<file path="src/hw/rtl/srie_pkg.sv">
// shared types and constants for the six-register instruction executor
// no dependencies; used by srie_alu and the top level

package srie_pkg;

  // register file geometry
  parameter int NUM_REGS = 6;
  parameter int IDX_W = 3;
  parameter logic [IDX_W-1:0] REG_LAST = IDX_W'(NUM_REGS - 1);

  // default data word width
  parameter int DEFAULT_WORD_WIDTH = 32;

  // instruction opcodes
  typedef enum logic [3:0] {
    OP_INC      = 4'd0,
    OP_DEC      = 4'd1,
    OP_SHOWDEC  = 4'd2,
    OP_SHOWCHAR = 4'd3,
    OP_NEWLINE  = 4'd4,
    OP_COPY     = 4'd5,
    OP_CLEAR    = 4'd6,
    OP_READ     = 4'd7,
    OP_ADD      = 4'd8,
    OP_SUB      = 4'd9,
    OP_MUL      = 4'd10,
    OP_SHL      = 4'd11,
    OP_SHR      = 4'd12,
    OP_IFEQ     = 4'd13,
    OP_NOP      = 4'd14,
    OP_INVALID  = 4'd15
  } op_t;

  // result kinds
  typedef enum logic [1:0] {
    KIND_DEC  = 2'd0,
    KIND_CHAR = 2'd1,
    KIND_NL   = 2'd2,
    KIND_ERR  = 2'd3
  } kind_t;

  // control from the execute logic to the top level
  typedef struct packed {
    logic  wr_en;
    logic  res_vld;
    kind_t res_kind;
    logic  halt_set;
    logic  cnt_inc;
  } ctl_t;

endpackage

</file>
<file path="src/hw/rtl/srie_alu.sv">
// execute logic: decodes one instruction and computes write-back data and result
// depends on srie_pkg

module srie_alu #(
  parameter int WORD_WIDTH = srie_pkg::DEFAULT_WORD_WIDTH
) (
  input  logic [3:0]                  op,
  input  logic [srie_pkg::IDX_W-1:0]  dest,
  input  logic [srie_pkg::IDX_W-1:0]  src,
  input  logic [8:0]                  read_byte,
  input  logic [WORD_WIDTH-1:0]       dv,
  input  logic [WORD_WIDTH-1:0]       sv,
  input  logic                        halted,
  input  logic [31:0]                 cnt,
  output srie_pkg::ctl_t              ctl,
  output logic [WORD_WIDTH-1:0]       wr_data,
  output logic [31:0]                 res_value
);

  localparam int SHW = $clog2(WORD_WIDTH);
  localparam logic [WORD_WIDTH-1:0] SH_LIMIT = WORD_WIDTH'(WORD_WIDTH);

  srie_pkg::op_t           opc;
  logic                    needs_d;
  logic                    needs_s;
  logic                    idx_bad;
  logic                    amt_ovf;
  logic [WORD_WIDTH-1:0]   shl_w;
  logic [WORD_WIDTH-1:0]   shr_w;
  logic [WORD_WIDTH-1:0]   mul_w;
  logic [WORD_WIDTH+31:0]  dv_ext;
  logic [WORD_WIDTH+8:0]   rb_ext;

  assign opc = srie_pkg::op_t'(op);

  // which register indexes the opcode really uses
  assign needs_d = !(opc == srie_pkg::OP_NEWLINE || opc == srie_pkg::OP_NOP);
  assign needs_s = (opc == srie_pkg::OP_COPY) || (opc == srie_pkg::OP_ADD) ||
                   (opc == srie_pkg::OP_SUB) || (opc == srie_pkg::OP_MUL) ||
                   (opc == srie_pkg::OP_SHL) || (opc == srie_pkg::OP_SHR) ||
                   (opc == srie_pkg::OP_IFEQ);
  assign idx_bad = (needs_d && (dest > srie_pkg::REG_LAST)) ||
                   (needs_s && (src > srie_pkg::REG_LAST));

  // shifts: negative or too large amount saturates
  assign amt_ovf = sv[WORD_WIDTH-1] || (sv >= SH_LIMIT);
  assign shl_w = amt_ovf ? '0 : (dv << sv[SHW-1:0]);
  assign shr_w = amt_ovf ? {WORD_WIDTH{dv[WORD_WIDTH-1]}}
                         : WORD_WIDTH'($signed(dv) >>> sv[SHW-1:0]);

  // wrapping product, low word only
  assign mul_w = dv * sv;

  // zero-extended view for decimal show, sign-extended input byte
  assign dv_ext = {32'd0, dv};
  assign rb_ext = {{WORD_WIDTH{read_byte[8]}}, read_byte};

  // instruction decode and result selection
  always_comb begin
    ctl       = '0;
    ctl.res_kind = srie_pkg::KIND_DEC;
    wr_data   = dv;
    res_value = '0;
    if (!halted) begin
      if (opc == srie_pkg::OP_INVALID) begin
        ctl.res_vld  = 1'b1;
        ctl.res_kind = srie_pkg::KIND_ERR;
        ctl.halt_set = 1'b1;
        res_value    = cnt + 32'd1;
      end else begin
        ctl.cnt_inc = 1'b1;
        if (!idx_bad) begin
          case (opc)
            srie_pkg::OP_INC: begin
              ctl.wr_en = 1'b1;
              wr_data   = dv + WORD_WIDTH'(1);
            end
            srie_pkg::OP_DEC: begin
              ctl.wr_en = 1'b1;
              wr_data   = dv - WORD_WIDTH'(1);
            end
            srie_pkg::OP_SHOWDEC: begin
              ctl.res_vld  = 1'b1;
              ctl.res_kind = srie_pkg::KIND_DEC;
              res_value    = dv_ext[31:0];
            end
            srie_pkg::OP_SHOWCHAR: begin
              ctl.res_vld  = 1'b1;
              ctl.res_kind = srie_pkg::KIND_CHAR;
              res_value    = {24'd0, dv[7:0]};
            end
            srie_pkg::OP_NEWLINE: begin
              ctl.res_vld  = 1'b1;
              ctl.res_kind = srie_pkg::KIND_NL;
            end
            srie_pkg::OP_COPY: begin
              ctl.wr_en = 1'b1;
              wr_data   = sv;
            end
            srie_pkg::OP_CLEAR: begin
              ctl.wr_en = 1'b1;
              wr_data   = '0;
            end
            srie_pkg::OP_READ: begin
              ctl.wr_en = 1'b1;
              wr_data   = rb_ext[WORD_WIDTH-1:0];
            end
            srie_pkg::OP_ADD: begin
              ctl.wr_en = 1'b1;
              wr_data   = dv + sv;
            end
            srie_pkg::OP_SUB: begin
              ctl.wr_en = 1'b1;
              wr_data   = dv - sv;
            end
            srie_pkg::OP_MUL: begin
              ctl.wr_en = 1'b1;
              wr_data   = mul_w;
            end
            srie_pkg::OP_SHL: begin
              ctl.wr_en = 1'b1;
              wr_data   = shl_w;
            end
            srie_pkg::OP_SHR: begin
              ctl.wr_en = 1'b1;
              wr_data   = shr_w;
            end
            srie_pkg::OP_IFEQ: begin
              if (dv == sv) begin
                ctl.res_vld  = 1'b1;
                ctl.res_kind = srie_pkg::KIND_CHAR;
                res_value    = {24'd0, dv[7:0]};
              end
            end
            default: begin
            end
          endcase
        end
      end
    end
  end

endmodule

</file>
<file path="src/hw/rtl/six_register_instruction_executor_top.sv">
// top level of the six-register instruction executor
// depends on srie_pkg and srie_alu

// Takes one decoded instruction per clock unless the input is stalled, and runs
// it on six signed registers of WORD_WIDTH bits. An instruction is captured in
// the input register together with its two operands, read from the register file
// at that edge (with bypass of the write-back that happens at the same edge);
// from the input register it executes and writes back, and any result goes into
// the output register. Throughput is one instruction per cycle while no result
// is blocked, set by the single execute stage. The output register holds a
// stalled result while the next instruction waits in the input register, and
// only an instruction that produces a result is held back by a stalled output.
// An invalid opcode gives an error result carrying the 1-based instruction number
// and halts the block until reset; later instructions are taken and dropped.

module six_register_instruction_executor_top #(
  parameter int WORD_WIDTH = srie_pkg::DEFAULT_WORD_WIDTH
) (
  input  logic                        clk,
  input  logic                        rst_n,
  input  logic                        in_valid,
  output logic                        in_stall,
  input  logic [3:0]                  in_op,
  input  logic [2:0]                  in_dest,
  input  logic [2:0]                  in_src,
  input  logic signed [8:0]           in_read_byte,
  output logic                        out_valid,
  input  logic                        out_stall,
  output logic [1:0]                  out_kind,
  output logic signed [31:0]          out_value
);

  // register file storage and per-entry valid bits
  logic [WORD_WIDTH-1:0]              mem [srie_pkg::NUM_REGS];
  logic [srie_pkg::NUM_REGS-1:0]      rf_vld_r;

  // input stage
  logic                               s1_vld_r;
  logic [3:0]                         op_r;
  logic [srie_pkg::IDX_W-1:0]         dest_r;
  logic [srie_pkg::IDX_W-1:0]         src_r;
  logic [8:0]                         rb_r;
  logic [WORD_WIDTH-1:0]              dv_r;
  logic [WORD_WIDTH-1:0]              sv_r;

  // architectural state
  logic [31:0]                        cnt_r;
  logic                               halted_r;

  // output stage
  logic                               out_vld_r;
  srie_pkg::kind_t                    out_kind_r;
  logic [31:0]                        out_value_r;

  logic                               s1_vld_nxt;
  logic                               out_vld_nxt;
  logic                               advance;
  logic                               in_acc;
  logic                               wr_en;
  srie_pkg::ctl_t                     ctl;
  logic [WORD_WIDTH-1:0]              wr_data;
  logic [31:0]                        res_value;

  // execute logic
  srie_alu #(
    .WORD_WIDTH (WORD_WIDTH)
  ) u_alu (
    .op        (op_r),
    .dest      (dest_r),
    .src       (src_r),
    .read_byte (rb_r),
    .dv        (dv_r),
    .sv        (sv_r),
    .halted    (halted_r),
    .cnt       (cnt_r),
    .ctl       (ctl),
    .wr_data   (wr_data),
    .res_value (res_value)
  );

  // handshake: the executing instruction moves on unless its result is blocked
  assign advance  = s1_vld_r && (!ctl.res_vld || !out_vld_r || !out_stall);
  assign in_stall = s1_vld_r && !advance;
  assign in_acc   = in_valid && !in_stall;
  assign wr_en    = advance && ctl.wr_en;

  assign s1_vld_nxt  = in_acc ? 1'b1 : (advance ? 1'b0 : s1_vld_r);
  assign out_vld_nxt = (advance && ctl.res_vld) ? 1'b1 : (out_stall && out_vld_r);

  // control registers
  always_ff @(posedge clk) begin
    if (!rst_n) begin
      s1_vld_r  <= 1'b0;
      out_vld_r <= 1'b0;
      cnt_r     <= '0;
      halted_r  <= 1'b0;
    end else begin
      s1_vld_r  <= s1_vld_nxt;
      out_vld_r <= out_vld_nxt;
      if (advance && ctl.cnt_inc) begin
        cnt_r <= cnt_r + 32'd1;
      end
      if (advance && ctl.halt_set) begin
        halted_r <= 1'b1;
      end
    end
  end

  // register file valid bits: an entry reads as zero until first written
  always_ff @(posedge clk) begin
    if (!rst_n) begin
      rf_vld_r <= '0;
    end else if (wr_en) begin
      rf_vld_r[dest_r] <= 1'b1;
    end
  end

  // register file write
  always_ff @(posedge clk) begin
    if (wr_en) begin
      mem[dest_r] <= wr_data;
    end
  end

  // input capture with operand read and write-back bypass
  always_ff @(posedge clk) begin
    if (in_acc) begin
      op_r   <= in_op;
      dest_r <= in_dest;
      src_r  <= in_src;
      rb_r   <= in_read_byte;
      if (wr_en && (dest_r == in_dest)) begin
        dv_r <= wr_data;
      end else if ((in_dest <= srie_pkg::REG_LAST) && rf_vld_r[in_dest]) begin
        dv_r <= mem[in_dest];
      end else begin
        dv_r <= '0;
      end
      if (wr_en && (dest_r == in_src)) begin
        sv_r <= wr_data;
      end else if ((in_src <= srie_pkg::REG_LAST) && rf_vld_r[in_src]) begin
        sv_r <= mem[in_src];
      end else begin
        sv_r <= '0;
      end
    end
  end

  // result register
  always_ff @(posedge clk) begin
    if (advance && ctl.res_vld) begin
      out_kind_r  <= ctl.res_kind;
      out_value_r <= res_value;
    end
  end

  assign out_valid = out_vld_r;
  assign out_kind  = out_kind_r;
  assign out_value = out_value_r;

`ifndef SYNTHESIS
  // once halted, only reset leaves the halted state
  a_halt_sticky: assert property (@(posedge clk) disable iff (!rst_n)
    halted_r |=> halted_r)
    else $error("halted state cleared without reset");

  // a halted block never writes the register file
  a_no_write_halted: assert property (@(posedge clk) disable iff (!rst_n)
    halted_r |-> !wr_en)
    else $error("register write while halted");

  // a pending error result implies the block is halted
  a_err_halts: assert property (@(posedge clk) disable iff (!rst_n)
    (out_vld_r && (out_kind_r == srie_pkg::KIND_ERR)) |-> halted_r)
    else $error("error result without halt");

  // input is held back only by a blocked result
  a_stall_cause: assert property (@(posedge clk) disable iff (!rst_n)
    in_stall |-> (s1_vld_r && out_vld_r && out_stall && ctl.res_vld))
    else $error("input stalled without a blocked result");

  // instruction count moves only when an instruction executes
  a_cnt_hold: assert property (@(posedge clk) disable iff (!rst_n)
    !advance |=> $stable(cnt_r))
    else $error("instruction count changed without execution");
`endif

endmodule
</file>
<file path="config.mk">
export PLATFORM = sky130hd
export DESIGN_NAME = six_register_instruction_executor_top
export DESIGN_NICKNAME = d
export VERILOG_FILES = /design/src/hw/rtl/srie_pkg.sv /design/src/hw/rtl/srie_alu.sv /design/src/hw/rtl/six_register_instruction_executor_top.sv
export SDC_FILE = /design/constraint.sdc
export NUM_CORES = 2
export LEC_CHECK = 0
export BUFFER_PORTS_ARGS = -buffer_cell sky130_fd_sc_hd__buf_2
export CAP_MARGIN = 15
export CORE_UTILIZATION = 67
export CTS_BUF_LIST = sky130_fd_sc_hd__clkbuf_4
export DETAILED_ROUTE_END_ITERATION = 12
export HOLD_SLACK_MARGIN = 0.15
export PLACE_DENSITY_LB_ADDON = 0.1
export SLEW_MARGIN = 10
export SYNTH_ARGS = -nofsm -noshare
export SYNTH_HDL_FRONTEND = slang
export SYNTH_HIERARCHICAL = 1
export SYNTH_SLANG_ARGS = --single-unit
</file>
<file path="constraint.sdc">
create_clock -name clk -period 11.1 [get_ports clk]
set_input_delay 0.555 -clock clk [delete_from_list [all_inputs] [get_ports clk]]
set_output_delay 0.555 -clock clk [all_outputs]
set_load 0.01 [all_outputs]
</file>
Word level (Yosys, flattened, before mapping)
Memories as Yosys holds them, arrays and structs flattened.
Index checks and enable logic that the tools add are counted.
{"block": "totals", "reg_bits": 158, "mem_bits_rw": 192, "input_bits": 23, "out_inout_bits": 36, "mem_count": 1}
{"block": "classes", "addsub": 5, "multipliers": 1, "magnitude_cmp": 9, "n_eq_ne": 18, "shift": 2, "mux": 34, "n_bitwise": 1, "reduce_logical": 35}
{"memory": "mem", "words": 6, "width": 32, "read_ports": 2, "rd_clocked_by_memory_dff": 0, "write_ports": 1, "line": "six_register_instruction_executor_top.sv:34", "source": "logic [WORD_WIDTH-1:0] mem [srie_pkg::NUM_REGS];"}
{"operator": "2-to-1 mux 32 bit", "n": 11}
{"operator": "case mux 32 bit (10 select lines)", "n": 1}
{"operator": "case mux 32 bit (3 select lines)", "n": 1}
{"operator": "adder 32 x 1 -> 32 bit, second input constant", "n": 2}
{"operator": "adder 32 bit", "n": 1}
{"operator": "== test 32 bit", "n": 1}
{"operator": "== test 4 bit, second input constant", "n": 8}
{"operator": "greater-or-equal comparator 32 x 6 -> 1 bit, second input constant", "n": 1}
{"operator": "multiplier 32 x 32 -> 32 bit", "n": 1}
{"operator": "<< shifter 32 x 5 -> 32 bit", "n": 1}
{"operator": ">>> shifter 32 x 5 -> 32 bit", "n": 1}
{"operator": "subtractor 32 x 1 -> 32 bit, second input constant", "n": 1}
{"operator": "subtractor 32 bit", "n": 1}
{"operator": "== test 4 x 3 -> 1 bit, second input constant", "n": 4}
{"operator": "logical AND 1 bit", "n": 15}
{"operator": "less-than comparator 3 x 4 -> 1 bit, second input constant", "n": 3}
{"operator": "2-to-1 mux 1 bit", "n": 12}
{"operator": "case mux 3 bit (4 select lines)", "n": 1}
{"operator": "logical OR 1 bit", "n": 11}
{"operator": "OR reduction 10 bit", "n": 1}
{"operator": "== test 4 x 2 -> 1 bit, second input constant", "n": 2}
{"operator": "2-to-1 mux 8 bit", "n": 1}
{"operator": "binary-select mux 1 bit (select 3 bit)", "n": 2}
{"operator": "== test 3 bit", "n": 2}
{"operator": "12 further kinds", "n": 20}

Longest topological paths before layout
{"block": "depth", "word_depth": 21, "depth_mapped": 32, "ltp_nobuf": 29}

Cells and area by module
Netlist, hierarchy kept.
{"module": "srie_alu", "n_inst": 1, "cells_per_inst": 3147, "area_each_um2": 24682.4}
{"module": "six_register_instruction_executor_top", "n_inst": 1, "cells_per_inst": 974, "area_each_um2": 14919.3}

Least setup slack after synthesis
No wires, ideal clock.
{"block": "synth_path", "path_type": "register -> register", "startpoint": "reg sv_r[2]", "endpoint": "reg dv_r[31], data pin", "setup_ps": 263, "arrival_ps": 7901, "t_required_ps": 10837, "setup_slack_ps": 2936, "path_stages_with_launch": 31, "n_path_buf": 3, "period_less_slack_ps": 8164, "path_cell_list": "edfxtp_1 > inv_1 > clkbuf_1 > clkbuf_1 > clkbuf_1 > nor2_1 > fa_1 > inv_1 > fa_1 > fa_1 > fa_1 > inv_1 > fa_1 > inv_1 > fa_1 > inv_1 > fa_1 > fa_1 > ha_1 > and4_1 > o2111ai_1 > a311oi_1 > nor2_2 > nor3_2 > o31a_1 > o221ai_2 > xnor2_1 > a2111o_1 > o221a_2 > nand2_1 > o21ai_0"}
{"block": "synth_between", "elab_cells_between_ends": 26}
{"item": "start: declaration", "line": "six_register_instruction_executor_top.sv:44", "source": "logic [WORD_WIDTH-1:0] sv_r;"}
{"item": "start signal: assignment", "line": "six_register_instruction_executor_top.sv:140", "source": "sv_r <= wr_data;"}
{"item": "start signal: assignment", "line": "six_register_instruction_executor_top.sv:142", "source": "sv_r <= mem[in_src];"}
{"item": "branches (longest 3 deep; another with multiplier 32 x 32 -> 32 bit)"}
{"item": "case mux 32 bit (10 select lines) *", "line": "srie_alu.sv:73", "source": "case (opc)"}
{"item": "2-to-1 mux 32 bit *", "line": "srie_alu.sv:72", "source": "if (!idx_bad) begin"}
{"item": "2-to-1 mux 32 bit *", "line": "srie_alu.sv:65", "source": "if (opc == srie_pkg::OP_INVALID) begin"}
{"item": "2-to-1 mux 32 bit *", "line": "srie_alu.sv:64", "source": "if (!halted) begin"}
{"item": "net wr_data[31]", "line": "six_register_instruction_executor_top.sv:61", "source": "logic [WORD_WIDTH-1:0] wr_data;"}
{"item": "2-to-1 mux 32 bit *", "line": "six_register_instruction_executor_top.sv:132", "source": "if (wr_en && (dest_r == in_dest)) begin"}
{"item": "end signal: assignment", "line": "six_register_instruction_executor_top.sv:133", "source": "dv_r <= wr_data;"}
{"item": "end signal: assignment", "line": "six_register_instruction_executor_top.sv:135", "source": "dv_r <= mem[in_dest];"}
{"item": "end: declaration", "line": "six_register_instruction_executor_top.sv:43", "source": "logic [WORD_WIDTH-1:0] dv_r;"}
Mark *: on every way through the listed nets, which the timed path passes.
A chain may end at the register's enable or synchronous reset.

Worst setup path after layout
{"block": "layout_path", "startpoint": "reg sv_r[5]", "endpoint": "reg sv_r[30], data pin"}
{"block": "layout_between", "elab_cells_between_ends": 24}
{"item": "branches (longest 3 deep; another with multiplier 32 x 32 -> 32 bit)"}
{"item": "case mux 32 bit (10 select lines) *", "line": "srie_alu.sv:73"}
{"item": "2-to-1 mux 32 bit *", "line": "srie_alu.sv:72"}
{"item": "2-to-1 mux 32 bit *", "line": "srie_alu.sv:65"}
{"item": "2-to-1 mux 32 bit *", "line": "srie_alu.sv:64"}
{"item": "net wr_data[30]", "line": "six_register_instruction_executor_top.sv:61"}
{"item": "2-to-1 mux 32 bit *", "line": "six_register_instruction_executor_top.sv:139", "source": "if (wr_en && (dest_r == in_src)) begin"}
Marked as above.

==> flow_metrics.tcl <==
set metrics [dict create \
    ff2ff_path_depth 25 \
    dr.pass1.iters 6 \
    finalNonFillerCells 4950 \
    crit_top_cell "fa_1" \
    syn_inst 4120 \
    fin_skew_ns 0.0692 \
    min_to "rf_vld_r[2]$_SDFFE_PN0P_" \
    hold_depth 2 \
    clock_latency_ns 0.87 \
    crit_path_top_delay_cell "edfxtp_1" \
    cts_root_buffer "clkbuf_4" \
    ir_drop_mv 0.226 \
    report.final.hold_viol_count 0 \
    critPathBufInv 3 \
    cap_violations 0 \
    setup_tns_ns 0 \
    dp_cells 4775 \
    critPathMaxFanout 22 \
    ios 59 \
    dieArea_sq_mm 0.0600 \
    cts_tree "built" \
    dp_hpwl_mm 89.7 \
    fmax_mhz 112 \
    area_growth_pct 5.63 \
    max_stage_delay_ns 0.88 \
    rr_endpoint "sv_r[30]$_DFFE_PP_" \
    ant_nets 0 \
    status "finished, final reports clean" \
    clock-sinks 349 \
    worst_slew_margin_rel_pct 19.2 \
    powerDensity_mw_per_mm2 161 \
    antenna_found_initial 6 \
    end_kind "flop" \
    coreArea_sq_mm 0.0580 \
    start_util_pct 68.2 \
    grt_pass1_vias 32587 \
    drt_wl_total_mm 127 \
    startpoint_type "flop" \
    cts_buffer_depth 3 \
    final-max-slew-violation-count 0 \
    min_period_over_period_pct 80.7 \
    crit_family "adder cells" \
    syn-num-nets 4757 \
    final_nets 4751 \
    leakage_nw 18.0 \
    worstSetupPathType "reg -> reg" \
    setup_violations 0 \
    tightest_slew_ns 1.21 \
    drt-wirelength-per-cell_um 25.6 \
    avgSynthCellArea_sq_um 9.60 \
    h-tree-depth 3 \
    fillerInstances 4355 \
    numCtsBuffers 84 \
    rr_startpoint "sv_r[5]$_DFFE_PP_" \
    cp.required_ns 11.76 \
    drc_errors 0 \
    whs_ns 0.309 \
    min-delay-start "rst_n" \
    fp-row-count 88 \
    portBuffers 58 \
    rrSetupSlack_ns 2.14 \
    crit_cells 25 \
    drt_iter0_markers 3804 \
    syn_area_sq_mm 0.0396 \
    gp_congestion 1.09 \
    clk_pin_slew_ns 0.07 \
    ys_warn_count 6 \
    fin_util_pct 72.0 \
    groute.usage.overall_pct 43.2 \
    grt_pass1_wl_mm 193 \
    rsz0062_at_grt "no" \
    vias 32302 \
    fin_crit_ns 8.96 \
    die_w_um 245 \
    overflow 0 \
    crit_arrival_ns 9.62 \
    vias_per_cell 6.53 \
    die_h_um 245 \
    hp-class "in -> reg" \
    drive_gt1_share_pct 10.3 \
    grt_start_max_net_pins 77 \
]
-- cell type report --
class	count	area, sq um	area share (%)
well taps	765	957	2.29
inverters	433	1630	3.89
repair buffers	173	1220	2.92
multi-input cells	3073	26900	64.3
clock buffers	115	863	2.07
clock inverters	34	148	0.353
flip-flops and latches	349	10100	24.1
diodes	8	20.0	0.0479
-- timing repair --
item | 4_1_cts | 5_1_grt
buffers inserted | 0 | 0
hold buffers | 16 | 0
hold endpoints to repair | 16 | 0
resized for setup | 0 | 0
setup endpoints to repair | 0 | 0
-- state kept, by name (all words and copies together), names as in the netlist, 2 cells and up --
register,cells
src_r,2
out_value,32
dest_r,3
rb_r,9
mem,192
out_kind,2
dv_r,32
cnt_r,32
op_r,4
rf_vld_r,6
sv_r,32
-- worst max path at each step --
stage / start / slack [ns] / to
global route: sv_r[5]$_DFFE_PP_ / 1.75 / sv_r[30]$_DFFE_PP_
global placement: sv_r[3]$_DFFE_PP_ / 2.69 / sv_r[30]$_DFFE_PP_
finish: sv_r[5]$_DFFE_PP_ / 2.14 / sv_r[30]$_DFFE_PP_
CTS: sv_r[5]$_DFFE_PP_ / 2.30 / sv_r[30]$_DFFE_PP_
detailed placement: sv_r[5]$_DFFE_PP_ / 2.44 / sv_r[30]$_DFFE_PP_
floorplan: sv_r[2]$_DFFE_PP_ / 2.94 / dv_r[31]$_DFFE_PP_
-- metal layers --
layer / vias to the layer above / global-route usage [%] / wire [um]
met3: 448 / 9.58 / 15500
met2: 2063 / 66.9 / 57000
met4: 2 / 23.2 / 7340
met5: - / 0 / 10
li1: 14029 / - / -
met1: 15760 / 56.9 / 46900
-- per-stage QoR --
step                instance area, sq um  power, mW  setup WS, ns
finish                             41800       6.72          2.14
CTS                                41800       6.58          2.30
detailed placement                 40600       5.51          2.44
global route                       41800       7.07          1.75
global placement                   40600       5.50          2.69
floorplan                          39600       4.32          2.94
-- worst register-to-register path, stage by stage (launching register included) --
cell	delay, ns
edfxtp_1	0.88
inv_1	0.33
nor2_1	0.22
fa_1	0.45
fa_1	0.51
fa_1	0.52
inv_1	0.05
fa_1	0.48
inv_1	0.06
fa_1	0.48
fa_1	0.50
fa_1	0.55
fa_1	0.44
ha_1	0.37
a21oi_1	0.30
nand2_1	0.12
a21o_1	0.19
a21oi_1	0.19
o21a_1	0.16
o311ai_0	0.22
a31oi_1	0.68
o21a_1	0.18
o21ai_0	0.07
a31oi_1	0.59
nand2_1	0.12
o21ai_1	0.10
-- report_power, final --
part / leakage (nW) / internal (mW) / total [mW] / switching [mW]
Clock: 0.604 / 0.484 / 1.01 / 0.529
Sequential: 3.25 / 1.49 / 1.53 / 0.0418
Combinational: 14.2 / 1.61 / 4.17 / 2.56
Total: 18.0 / 3.59 / 6.72 / 3.13
-- placed cells by master, fill, tap and decap left out, types with 12 or more instances in the layout --
| cell | n |
|---|---|
| nand4_1 | 17 |
| nand3_1 | 42 |
| clkinv_1 | 25 |
| buf_4 | 99 |
| mux2i_1 | 115 |
| and3_1 | 16 |
| a22oi_1 | 30 |
| o21a_1 | 29 |
| clkbuf_4 | 115 |
| o211ai_1 | 20 |
| nor4_1 | 12 |
| a21boi_0 | 13 |
| o21bai_1 | 15 |
| a31oi_1 | 23 |
| a211oi_1 | 21 |
| a21o_1 | 63 |
| mux4_2 | 89 |
| o21ai_1 | 60 |
| nor2_1 | 257 |
| dfxtp_1 | 41 |
| nand2_1 | 476 |
| or3_1 | 14 |
| nand2b_1 | 37 |
| inv_1 | 431 |
| fa_1 | 410 |
| nor3_1 | 42 |
| buf_2 | 56 |
| edfxtp_1 | 308 |
| a21oi_1 | 179 |
| xnor2_1 | 117 |
| a221oi_1 | 22 |
| dlygate4sd3_1 | 16 |
| o21ai_0 | 204 |
| ha_1 | 204 |
| and2_1 | 296 |
| xor2_1 | 78 |
(Power assumes the default switching activity.)
